==> src/alp_pkg.sv <==
// Package for the Accept-Language parser: byte codes, status codes, result word type
// and the q-value place weights. No dependencies.
`default_nettype none

package alp_pkg;

   localparam int NAME_MAX_DEFAULT = 32;

   // Widths of the result word's fields.
   localparam int CHAR_W   = 8;
   localparam int POS_W    = 5;
   localparam int LEN_W    = 6;
   localparam int QUAL_W   = 10;
   localparam int STATUS_W = 2;
   localparam int DIGIT_W  = 2;

   localparam logic [QUAL_W-1:0] QUALITY_FULL = 10'd1000;
   localparam logic [DIGIT_W-1:0] DIGITS_MAX  = 2'd3;

   // Header bytes the parser recognizes.
   localparam logic [CHAR_W-1:0] CHAR_NUL   = 8'h00;
   localparam logic [CHAR_W-1:0] CHAR_TAB   = 8'h09;
   localparam logic [CHAR_W-1:0] CHAR_SPACE = 8'h20;
   localparam logic [CHAR_W-1:0] CHAR_VIS_LO = 8'h21;
   localparam logic [CHAR_W-1:0] CHAR_STAR  = 8'h2A;
   localparam logic [CHAR_W-1:0] CHAR_COMMA = 8'h2C;
   localparam logic [CHAR_W-1:0] CHAR_POINT = 8'h2E;
   localparam logic [CHAR_W-1:0] CHAR_ZERO  = 8'h30;
   localparam logic [CHAR_W-1:0] CHAR_ONE   = 8'h31;
   localparam logic [CHAR_W-1:0] CHAR_NINE  = 8'h39;
   localparam logic [CHAR_W-1:0] CHAR_SEMI  = 8'h3B;
   localparam logic [CHAR_W-1:0] CHAR_EQUAL = 8'h3D;
   localparam logic [CHAR_W-1:0] CHAR_Q     = 8'h71;
   localparam logic [CHAR_W-1:0] CHAR_VIS_HI = 8'h7E;

   // Status codes of a result word.
   localparam logic [STATUS_W-1:0] STATUS_PARSING = 2'd0;
   localparam logic [STATUS_W-1:0] STATUS_DONE    = 2'd1;
   localparam logic [STATUS_W-1:0] STATUS_ERROR   = 2'd2;
   localparam logic [STATUS_W-1:0] STATUS_DISCARD = 2'd3;

   typedef struct packed {
      logic [CHAR_W-1:0]   char_echo;
      logic                is_name_char;
      logic [POS_W-1:0]    name_position;
      logic                entry_done;
      logic [QUAL_W-1:0]   quality;
      logic [LEN_W-1:0]    name_length;
      logic                is_wildcard;
      logic [STATUS_W-1:0] status;
   } rsp_type;

   // Weight in thousandths of the decimal digit at a given place after the point.
   function automatic logic [6:0] place_weight(input logic [DIGIT_W-1:0] place);
      logic [6:0] w;
      case (place)
         2'd0:    w = 7'd100;
         2'd1:    w = 7'd10;
         2'd2:    w = 7'd1;
         default: w = 7'd0;
      endcase
      return w;
   endfunction

endpackage

`default_nettype wire

==> src/accept_language_parser.sv <==
// Top level of the Accept-Language header parser: byte-wide state machine with a
// two-deep result buffer. Depends on alp_pkg.
//
//   channel   direction  payload                                 handshake
//   req_      in         req_char_in                             req_valid / req_ready
//   rsp_      out        echo, name flags, entry summary, status rsp_valid / rsp_ready
//
// One byte is accepted per clock cycle while req_ready is high. Its result word is
// registered in the output register, or in the skid slot while that register waits; the
// state machine step and the q-value digit multiply-add are the only logic ahead of them.
// Reset (synchronous, active high) returns the parser to the start of a header and
// empties both result slots.
// The output register is backed by a skid slot, so one more byte is taken while a result
// waits; req_ready falls only once both slots hold results.
`default_nettype none

module accept_language_parser #(
   parameter int NAME_MAX = alp_pkg::NAME_MAX_DEFAULT
) (
   input  wire                          clock,
   input  wire                          reset,
   input  wire                          req_valid,
   output logic                         req_ready,
   input  wire  [alp_pkg::CHAR_W-1:0]   req_char_in,
   output logic                         rsp_valid,
   input  wire                          rsp_ready,
   output logic [alp_pkg::CHAR_W-1:0]   rsp_char_echo,
   output logic                         rsp_is_name_char,
   output logic [alp_pkg::POS_W-1:0]    rsp_name_position,
   output logic                         rsp_entry_done,
   output logic [alp_pkg::QUAL_W-1:0]   rsp_quality,
   output logic [alp_pkg::LEN_W-1:0]    rsp_name_length,
   output logic                         rsp_is_wildcard,
   output logic [alp_pkg::STATUS_W-1:0] rsp_status
);

   // The name counter must hold NAME_MAX itself.
   localparam int CNT_W = $clog2(NAME_MAX + 1);

   // Parser states.
   localparam logic [3:0] ST_START      = 4'd0;
   localparam logic [3:0] ST_SEP        = 4'd1;
   localparam logic [3:0] ST_LANG       = 4'd2;
   localparam logic [3:0] ST_OWS1       = 4'd3;
   localparam logic [3:0] ST_SEMI       = 4'd4;
   localparam logic [3:0] ST_OWS2       = 4'd5;
   localparam logic [3:0] ST_Q          = 4'd6;
   localparam logic [3:0] ST_QEQ        = 4'd7;
   localparam logic [3:0] ST_ONE_INT    = 4'd8;
   localparam logic [3:0] ST_ONE_POINT  = 4'd9;
   localparam logic [3:0] ST_ONE_DEC    = 4'd10;
   localparam logic [3:0] ST_ZERO_INT   = 4'd11;
   localparam logic [3:0] ST_ZERO_POINT = 4'd12;
   localparam logic [3:0] ST_ZERO_DEC   = 4'd13;

   // Parser state.
   logic [3:0]                    state_ff, state_in;
   logic [alp_pkg::QUAL_W-1:0]    quality_ff, quality_in;
   logic [alp_pkg::DIGIT_W-1:0]   digits_ff, digits_in;
   logic [CNT_W-1:0]              name_cnt_ff, name_cnt_in;
   logic                          star_ff, star_in;
   logic                          err_seen_ff, err_seen_in;

   // Result buffer: output register plus a skid slot.
   alp_pkg::rsp_type rsp_ff, rsp_in;
   alp_pkg::rsp_type skid_ff, skid_in;
   logic             rsp_valid_ff, rsp_valid_in;
   logic             skid_valid_ff, skid_valid_in;

   alp_pkg::rsp_type step_rsp;
   logic             accept;
   logic             drain;

   logic [alp_pkg::CHAR_W-1:0] c;
   logic is_lang, is_blank, is_digit, is_comma, is_nul;
   logic err, close, fin, closable;
   logic [7:0]  name_cnt_wide;
   logic [10:0] digit_product;

   assign c        = req_char_in;
   assign is_lang  = (c >= alp_pkg::CHAR_VIS_LO) && (c <= alp_pkg::CHAR_VIS_HI) &&
                     (c != alp_pkg::CHAR_SEMI);
   assign is_blank = (c == alp_pkg::CHAR_SPACE) || (c == alp_pkg::CHAR_TAB);
   assign is_digit = (c >= alp_pkg::CHAR_ZERO) && (c <= alp_pkg::CHAR_NINE);
   assign is_comma = (c == alp_pkg::CHAR_COMMA);
   assign is_nul   = (c == alp_pkg::CHAR_NUL);

   // The count is widened to a byte so that the fixed-width result fields can be cut
   // from it whatever the counter width is.
   assign name_cnt_wide = 8'(name_cnt_ff);

   // Digit value times its place weight: at most 900, so it fits the quality field.
   assign digit_product = 11'(c[3:0]) * 11'(alp_pkg::place_weight(digits_ff));

   // One step of the byte state machine. Everything it needs is the current byte and the
   // state registers, so a new byte can be taken in every cycle while req_ready is high.
   always_comb begin
      state_in    = state_ff;
      quality_in  = quality_ff;
      digits_in   = digits_ff;
      name_cnt_in = name_cnt_ff;
      star_in     = star_ff;
      err_seen_in = err_seen_ff;

      step_rsp           = '0;
      step_rsp.char_echo = c;

      err      = 1'b0;
      close    = 1'b0;
      fin      = 1'b0;
      closable = 1'b0;

      // A name byte counts only while the name is below its limit. A comma is a visible
      // byte but always separates entries, so it never belongs to a name.
      if (!err_seen_ff && is_lang && !is_comma &&
          (state_ff == ST_START || state_ff == ST_SEP || state_ff == ST_LANG) &&
          (name_cnt_ff < CNT_W'(NAME_MAX))) begin
         step_rsp.is_name_char  = 1'b1;
         step_rsp.name_position = name_cnt_wide[alp_pkg::POS_W-1:0];
         if (name_cnt_ff == '0) begin
            star_in = (c == alp_pkg::CHAR_STAR);
         end
         name_cnt_in = name_cnt_ff + CNT_W'(1);
      end

      if (err_seen_ff) begin
         // Throw bytes away until the terminator, which restarts the header.
         step_rsp.status = alp_pkg::STATUS_DISCARD;
      end else begin
         unique case (state_ff)
            ST_START: begin
               if (is_comma) begin
                  close    = 1'b1;
                  state_in = ST_SEP;
               end else if (is_lang) begin
                  state_in = ST_LANG;
               end else begin
                  err = 1'b1;
               end
            end
            ST_SEP: begin
               if (is_blank || is_comma) begin
                  state_in = ST_SEP;
               end else if (is_nul) begin
                  fin = 1'b1;
               end else if (is_lang) begin
                  state_in = ST_LANG;
               end else begin
                  err = 1'b1;
               end
            end
            ST_LANG: begin
               if (is_comma || is_nul) begin
                  closable = 1'b1;
               end else if (c == alp_pkg::CHAR_SEMI) begin
                  state_in = ST_SEMI;
               end else if (is_blank) begin
                  state_in = ST_OWS1;
               end else if (!is_lang) begin
                  err = 1'b1;
               end
            end
            ST_OWS1: begin
               if (c == alp_pkg::CHAR_SEMI) begin
                  state_in = ST_SEMI;
               end else if (!is_blank) begin
                  err = 1'b1;
               end
            end
            ST_SEMI, ST_OWS2: begin
               if (is_blank) begin
                  state_in = ST_OWS2;
               end else if (c == alp_pkg::CHAR_Q) begin
                  state_in = ST_Q;
               end else begin
                  err = 1'b1;
               end
            end
            ST_Q: begin
               if (c == alp_pkg::CHAR_EQUAL) begin
                  state_in = ST_QEQ;
               end else begin
                  err = 1'b1;
               end
            end
            ST_QEQ: begin
               if (c == alp_pkg::CHAR_ONE) begin
                  quality_in = alp_pkg::QUALITY_FULL;
                  state_in   = ST_ONE_INT;
               end else if (c == alp_pkg::CHAR_ZERO) begin
                  quality_in = '0;
                  state_in   = ST_ZERO_INT;
               end else begin
                  err = 1'b1;
               end
            end
            ST_ONE_INT: begin
               if (c == alp_pkg::CHAR_POINT) begin
                  state_in = ST_ONE_POINT;
               end else begin
                  closable = 1'b1;
               end
            end
            ST_ONE_POINT: begin
               if (c == alp_pkg::CHAR_ZERO) begin
                  digits_in = alp_pkg::DIGIT_W'(1);
                  state_in  = ST_ONE_DEC;
               end else begin
                  err = 1'b1;
               end
            end
            ST_ONE_DEC: begin
               if (c == alp_pkg::CHAR_ZERO && digits_ff < alp_pkg::DIGITS_MAX) begin
                  digits_in = digits_ff + alp_pkg::DIGIT_W'(1);
               end else begin
                  closable = 1'b1;
               end
            end
            ST_ZERO_INT: begin
               if (c == alp_pkg::CHAR_POINT) begin
                  state_in = ST_ZERO_POINT;
               end else begin
                  closable = 1'b1;
               end
            end
            ST_ZERO_POINT: begin
               // digits_ff is zero here, so the product carries the hundreds weight.
               if (is_digit) begin
                  quality_in = alp_pkg::QUAL_W'(digit_product);
                  digits_in  = alp_pkg::DIGIT_W'(1);
                  state_in   = ST_ZERO_DEC;
               end else begin
                  err = 1'b1;
               end
            end
            ST_ZERO_DEC: begin
               if (is_digit && digits_ff < alp_pkg::DIGITS_MAX) begin
                  quality_in = quality_ff + alp_pkg::QUAL_W'(digit_product);
                  digits_in  = digits_ff + alp_pkg::DIGIT_W'(1);
               end else begin
                  closable = 1'b1;
               end
            end
            default: begin
               err = 1'b1;
            end
         endcase

         // After a name or q-value only a comma or the terminator may follow.
         if (closable) begin
            if (is_comma) begin
               close    = 1'b1;
               state_in = ST_SEP;
            end else if (is_nul) begin
               close = 1'b1;
               fin   = 1'b1;
            end else begin
               err = 1'b1;
            end
         end

         if (close) begin
            step_rsp.entry_done  = 1'b1;
            step_rsp.quality     = quality_ff;
            step_rsp.name_length = name_cnt_wide[alp_pkg::LEN_W-1:0];
            step_rsp.is_wildcard = (name_cnt_ff == CNT_W'(1)) && star_ff;
            quality_in  = alp_pkg::QUALITY_FULL;
            digits_in   = '0;
            name_cnt_in = '0;
            star_in     = 1'b0;
         end

         if (err) begin
            step_rsp.status = alp_pkg::STATUS_ERROR;
            err_seen_in     = 1'b1;
         end else if (fin) begin
            step_rsp.status = alp_pkg::STATUS_DONE;
         end
      end

      // The terminator always ends the header, also after an error or a clean separator: the
      // parser goes back to the start of a new header.
      if (is_nul && (err_seen_ff || err || fin)) begin
         state_in    = ST_START;
         quality_in  = alp_pkg::QUALITY_FULL;
         digits_in   = '0;
         name_cnt_in = '0;
         star_in     = 1'b0;
         err_seen_in = 1'b0;
      end
   end

   // Result buffer control. A new word goes to the output register when it is free or
   // being emptied, otherwise to the skid slot; the skid slot refills the output first.
   assign req_ready = !skid_valid_ff;
   assign accept    = req_valid && req_ready;
   assign drain     = rsp_valid_ff && rsp_ready;

   always_comb begin
      rsp_in        = rsp_ff;
      rsp_valid_in  = rsp_valid_ff;
      skid_in       = skid_ff;
      skid_valid_in = skid_valid_ff;
      if (!rsp_valid_ff || drain) begin
         rsp_valid_in  = skid_valid_ff || accept;
         rsp_in        = skid_valid_ff ? skid_ff : step_rsp;
         skid_valid_in = 1'b0;
      end else if (accept) begin
         skid_in       = step_rsp;
         skid_valid_in = 1'b1;
      end
   end

   always_ff @(posedge clock) begin
      if (reset) begin
         state_ff      <= ST_START;
         quality_ff    <= alp_pkg::QUALITY_FULL;
         digits_ff     <= '0;
         name_cnt_ff   <= '0;
         star_ff       <= 1'b0;
         err_seen_ff   <= 1'b0;
         rsp_valid_ff  <= 1'b0;
         skid_valid_ff <= 1'b0;
      end else begin
         if (accept) begin
            state_ff    <= state_in;
            quality_ff  <= quality_in;
            digits_ff   <= digits_in;
            name_cnt_ff <= name_cnt_in;
            star_ff     <= star_in;
            err_seen_ff <= err_seen_in;
         end
         rsp_valid_ff  <= rsp_valid_in;
         skid_valid_ff <= skid_valid_in;
      end
   end

   always_ff @(posedge clock) begin
      rsp_ff  <= rsp_in;
      skid_ff <= skid_in;
   end

   assign rsp_valid         = rsp_valid_ff;
   assign rsp_char_echo     = rsp_ff.char_echo;
   assign rsp_is_name_char  = rsp_ff.is_name_char;
   assign rsp_name_position = rsp_ff.name_position;
   assign rsp_entry_done    = rsp_ff.entry_done;
   assign rsp_quality       = rsp_ff.quality;
   assign rsp_name_length   = rsp_ff.name_length;
   assign rsp_is_wildcard   = rsp_ff.is_wildcard;
   assign rsp_status        = rsp_ff.status;

`ifndef SYNTH
   // The skid slot is only ever filled behind a full output register.
   a_skid_behind_output: assert property (@(posedge clock) disable iff (reset)
      skid_valid_ff |-> rsp_valid_ff)
      else $error("skid slot holds a word while the output register is empty");

   // A terminator taken while discarding brings the parser back to a clean header start.
   a_discard_recovers: assert property (@(posedge clock) disable iff (reset)
      (accept && err_seen_ff && is_nul) |=>
         (!err_seen_ff && state_ff == ST_START && name_cnt_ff == '0))
      else $error("parser did not restart after the terminator");

   // Name bytes are only flagged while the header is being parsed normally.
   a_name_only_parsing: assert property (@(posedge clock) disable iff (reset)
      (rsp_valid_ff && rsp_ff.is_name_char) |->
         (rsp_ff.status == alp_pkg::STATUS_PARSING && !rsp_ff.entry_done))
      else $error("name byte flagged on an error, discard or closing word");
`endif

endmodule

`default_nettype wire
==> config.mk <==
export PLATFORM = sky130hd
export DESIGN_NAME = accept_language_parser
export DESIGN_NICKNAME = d
export VERILOG_FILES = /design/src/alp_pkg.sv /design/src/accept_language_parser.sv
export SDC_FILE = /design/constraint.sdc
export NUM_CORES = 1
export LEC_CHECK = 0
export BUFFER_PORTS_ARGS = -buffer_cell sky130_fd_sc_hd__buf_4
export CORE_MARGIN = 1.5
export CORE_UTILIZATION = 60
export CTS_CLUSTER_DIAMETER = 80
export CTS_CLUSTER_SIZE = 10
export DETAILED_ROUTE_END_ITERATION = 10
export PLACE_DENSITY = 0.87
export SLEW_MARGIN = 10
export SYNTH_ARGS = -nofsm -noshare
export SYNTH_HDL_FRONTEND = slang
export SYNTH_SLANG_ARGS = --single-unit
export TNS_END_PERCENT = 50
==> constraint.sdc <==
create_clock -name clock -period 5.26 [get_ports clock]
set_input_delay 0.263 -clock clock [delete_from_list [all_inputs] [get_ports clock]]
set_output_delay 0.263 -clock clock [all_outputs]
set_load 0.01 [all_outputs]
Word level (Yosys, flattened, before mapping):

Cells that the tools add are included.

* flip-flop bits (word level): 94
* input port bits: 12
* output and inout bits: 36
* logic and storage cells: 207

* add/subtract/negate cells: 3
* multiply operators: 1
* order comparisons: 6
* equal/unequal tests: 33
* multiplexer cells: 99
* bitwise operators: 1
* reduce and logical (&&, ||, !) cells: 40

Operator list (number)
* $mux W4: 21
* $mux W10: 7
* $eq A8 B6 Y1 const B: 8
* $mux W1: 48
* $pmux W4 S11: 1
* $mux W18: 2
* $mux W34: 1
* $mux W6: 5
* $pmux W10 S3: 1
* $eq A4 B4 Y1 const B: 6
* $pmux W7 S3: 1
* $mux W2: 9
* $eq A4 B3 Y1 const B: 4
* $ge A8 B6 Y1 const B: 2
* $ne A4 B4 Y1 const B: 4
* $logic_and A1 B1 Y1: 13
* $add A10 B10 Y10: 1
* $mul A4 B7 Y10: 1
* $pmux W1 S10: 1
* $logic_or A1 B1 Y1: 9
* $eq A4 B2 Y1 const B: 2
* $eq A8 B4 Y1 const B: 1
* $eq A8 B7 Y1 const B: 1
* $le A8 B6 Y1 const B: 1
* other kinds (27): 33

Logic depth before layout (Yosys ltp):

* depth in word-level cells: 18
* mapped depth: 19
* gate-level depth less buffers: 19

Least setup slack after synthesis:

OpenSTA, ideal clock, no wires.

* kind: flip-flop to flip-flop
* start: reg digits_ff[0] (netlist name)
* end: reg quality_ff[9] (netlist name)
* library setup time: 0.123 ns
* data arrival time: 3.973 ns
* required time: 5.137 ns
* setup slack: 1.164 ns
* stages on the path, launching flop included: 18
* path buffers: 0
* period minus slack after synthesis: 4.096 ns
* cells stage by stage: dfxtp_1 > ha_1 > and2_1 > inv_1 > fa_1 > inv_1 > fa_1 > fa_1 > a21o_1 > a21oi_1 > xnor2_1 > ha_1 > or2_2 > o211ai_1 > o21ai_0 > xnor2_1 > a21oi_1 > a2bb2oi_1

* cells in the longest elaborated chain, start to end: 13
* elaborated cells between the ends (all ways): 36
* classes of those cells: add/sub (1); mul (1); order compare (1); eq/ne (6); mux (19); reduce/logical (8)

RTL lines
* from (decl): line accept_language_parser.sv:59 `logic [alp_pkg::DIGIT_W-1:0] digits_ff, digits_in;`
* from (signal assigned): line accept_language_parser.sv:328 `digits_ff <= digits_in;`
* branches (longest 13 deep; another with $mul A4 B7 Y10)
* to (signal assigned): line accept_language_parser.sv:317 `quality_ff <= alp_pkg::QUALITY_FULL;`
* to (signal assigned): line accept_language_parser.sv:327 `quality_ff <= quality_in;`
* to (decl): line accept_language_parser.sv:58 `logic [alp_pkg::QUAL_W-1:0] quality_ff, quality_in;`

Several ways; the timed one is not identified. The select of a mux whose other input is x is not followed.
A chain may end at the register's enable or synchronous reset.

Worst setup path in the final report:

* start: reg digits_ff[1] (netlist name)
* end: reg quality_ff[9] (netlist name)

The elaborated chain is that of the path after synthesis.

==> metrics.txt <==
dpl ws=around 0.8 ns; reg2reg setup slack=just over 0.7 ns; fin nets=635; arrival time at the worst endpoint=between 4 and 5 ns; share of cells above drive strength 1=0.206; capturing point of the worst reg2reg path=quality_ff[9]$_SDFFE_PP1P_; Routed WL per cell=~17 um; hold crit path type=in -> reg; width of the die=~100 um; ANT nets after route=0; fillcell total=about 700; drt pass-1 iters=5; Area Growth Syn to Fin=11.2%; crit path from=digits_ff[1]$_SDFFE_PP0P_; R2R Path Start=digits_ff[1]$_SDFFE_PP0P_; status=finished, final reports clean; Synth Net Count=598; Skew-Pair Late Insertion Delay=0.37 ns; largest net degree at the start of global routing=38; Final WS setup=0.707 ns; switching power=430 uW; Antenna diodes=0; Sw Ratio=0.281; Rows=35; Synth top cells by count=68 x edfxtp_1, 41 x nand2_1, 34 x ha_1; Clock H-tree levels=3; critical path endpoint category=flip-flop; Ports=48; Clock transition at path regs=~0.11 ns; maximum clock frequency=roughly 220 MHz; Worst-Margin Slew=between 1 and 1.5 ns; Worst Setup EP=quality_ff[9]$_SDFFE_PP1P_; worst reg2reg path depth=18; Yosys warnings=0; combinational share of power=0.139; sequential cell area=about 2600 um2; Mapped Cells=roughly 550; # DRC=0; cts hold-fix bufs=0; WL final=12300 um; multi-input combinational cell area=2980 um2; final slew viol count=0; EDFF count, synth=between 60 and 70; Iter 0 DRT Violations=294; required time of the critical path=between 5 and 6 ns; clock sink count=94; Tot GR Track Use=0.255; setup violators final=0; CTS max path bufs=2; cts repair resizes=0; Root Driver=clkbuf_8; pwr/cell area=239 nW/um2; Overflow after GRT=0; most common flop cell mapped by yosys=edfxtp_1; Final min period=around 4.6 ns; top-count cell post-synth=edfxtp_1; Core Region=9280 um2; top cell type's share of synthesized area=0.355; CTS tree=built; starting density of the core=0.619; clock share of power=0.318; Min Hold Slack=approximately 0.13 ns; Cell Area, Synth=5750 um2; initial antenna violation count=0; DR vias/cell=between 6 and 7; CTS Buf Count=9; largest area contributor in the netlist=edfxtp_1; Reg power frac=0.543; Die Y=just over 100 um; WS Path Type=reg -> reg; vias=~4.4k; synthesized area per cell=approximately 11 um2; die area=between 10000 and 15000 um2; number of global-route vias before repair=between 4k and 5k; RSZ-0062 raised after global routing=false; port bufs=47; number of distinct library cells after synthesis=between 70 and 80; Power Total=between 1.5 and 2 mW; Pint=~1.1 mW; HPWL Detailed=8870 um; Max Cap Violations=0; setup_tns=0 ns; Startpoint Class=flip-flop; CP Max Fanout=4; setup bufs post-CTS=0; Leakage Power=~2.6 nW; share of synthesized flip-flops with an asynchronous set or reset=0; Worst slew margin=0.323; crit share post-route=0.866; Seq/Total Area, Yosys=0.446; global-route wire length before repair=between 20000 and 25000 um; VDD IR max=approximately 0.00016 V; synth top area cells=edfxtp_1 36%, dfxtp_1 9.1%, ha_1 7.4%; gp weighted congestion=between 0.9 and 1; #FFs+latches synth=between 90 and 100; clock skew=0.0157 ns; final hold vios=0
-- sequential cells by signal (all words and copies together), names as in the netlist --
register	cells
rsp_status	2
rsp_valid	1
skid_ff	34
skid_valid_ff	1
err_seen_ff	1
quality_ff	10
rsp_entry_done	1
rsp_name_length	6
rsp_name_position	5
rsp_quality	10
rsp_char_echo	8
rsp_is_name_char	1
name_cnt_ff	6
star_ff	1
digits_ff	2
rsp_is_wildcard	1
state_ff	4
-- how the worst min path moves through the flow --
| stage | startpoint | endpoint | slack (ns) | cells after the start |
|---|---|---|---|---|
| 6_report | req_char_in[4] | skid_ff[30]$_DFFE_PP_ | 0.13 | 1 |
| 3_3_place_gp | quality_ff[0]$_SDFFE_PP0P_ | quality_ff[0]$_SDFFE_PP0P_ | 0.46 | 2 |
| 5_1_grt | req_char_in[4] | skid_ff[30]$_DFFE_PP_ | 0.11 | 1 |
| 4_1_cts | req_char_in[4] | skid_ff[30]$_DFFE_PP_ | 0.11 | 1 |
| 2_1_floorplan | req_char_in[0] | skid_ff[26]$_DFFE_PP_ | 0.36 | 0 |
| 3_5_place_dp | quality_ff[2]$_SDFFE_PP0P_ | quality_ff[2]$_SDFFE_PP0P_ | 0.49 | 2 |
-- power by group through the flow --
stage | logic (mW) | registers (mW) | clock network [mW]
finish | 0.213 | 0.830 | 0.486
global route | 0.233 | 0.833 | 0.520
CTS | 0.212 | 0.830 | 0.493
detailed placement | 0.211 | 0.847 | 0
global placement | 0.202 | 0.845 | 0
floorplan | 0.133 | 0.854 | 0
-- metal layers --
metal / share of wire / vias to the layer above / track usage / wire, um
li1: - / 2100 / - / -
met1: 0.42 / 2128 / 0.331 / 5160
met2: 0.50 / 182 / 0.436 / 6160
met3: 0.061 / 25 / 0.0368 / 742
met4: 0.017 / 0 / 0.0953 / 203
met5: 0 / - / 0 / 0
-- stage by stage --
step / util / std cells / area, um2
global route: 0.688 / 716 / 6390
detailed placement: 0.666 / 700 / 6190
CTS: 0.688 / 716 / 6390
global placement: 0.666 / 700 / 6190
floorplan: - / 545 / 5750
finish: 0.688 / 716 / 6390
-- critical path: stages, from the launching register on --
cell       delay, ns
dfxtp_1         0.36
inv_1           0.09
ha_1            0.20
and2_1          0.17
inv_1           0.07
fa_1            0.50
inv_1           0.05
fa_1            0.52
fa_1            0.46
a21o_1          0.20
a21oi_1         0.24
xnor2_1         0.13
ha_1            0.22
or3_1           0.32
o211ai_1        0.25
o21ai_0         0.16
xnor2_1         0.21
o21ai_0         0.11
a2bb2oi_1       0.20
-- kinds of logic (layout without fill, tap and decap cells) --
family | Yosys count | count (layout) | share of synthesized area
simple gates | 190 | 190 | 0.185
compound gates | 113 | 113 | 0.133
flops | 94 | 94 | 0.446
buf+inv | 54 | 96 | 0.0374
fa+ha+maj | 41 | 41 | 0.0984
mux | 35 | 35 | 0.0725
xor+xnor | 18 | 18 | 0.0274
-- cell type report --
| cell class | count | share of cell area |
|---|---|---|
| Clock inverter | 7 | 0.0117 |
| Timing Repair Buffer | 50 | 0.0587 |
| Inverter | 30 | 0.0176 |
| Clock buffer | 9 | 0.0194 |
| Tap cell | 129 | 0.0253 |
| Multi-Input combinational cell | 397 | 0.466 |
| Sequential cell | 94 | 0.401 |
-- cells in the final DEF (no fill, tap or decap), drive strengths merged, types with 3 or more instances in the layout --
cell type / n
a211oi: 5
a21o: 6
a21oi: 30
a221oi: 3
a22oi: 5
a31oi: 9
and2: 26
and3: 8
and4: 4
buf: 50
clkbuf: 9
clkinv: 3
dfxtp: 26
edfxtp: 68
fa: 7
ha: 34
inv: 33
mux2: 32
mux2i: 3
nand2: 41
nand2b: 9
nand3: 11
nand3b: 4
nand4: 6
nor2: 30
nor2b: 5
nor3: 22
nor3b: 3
nor4: 5
o211ai: 4
o21ai: 19
o31ai: 3
or3: 5
xnor2: 12
xor2: 6
(Power assumes the default switching activity.)
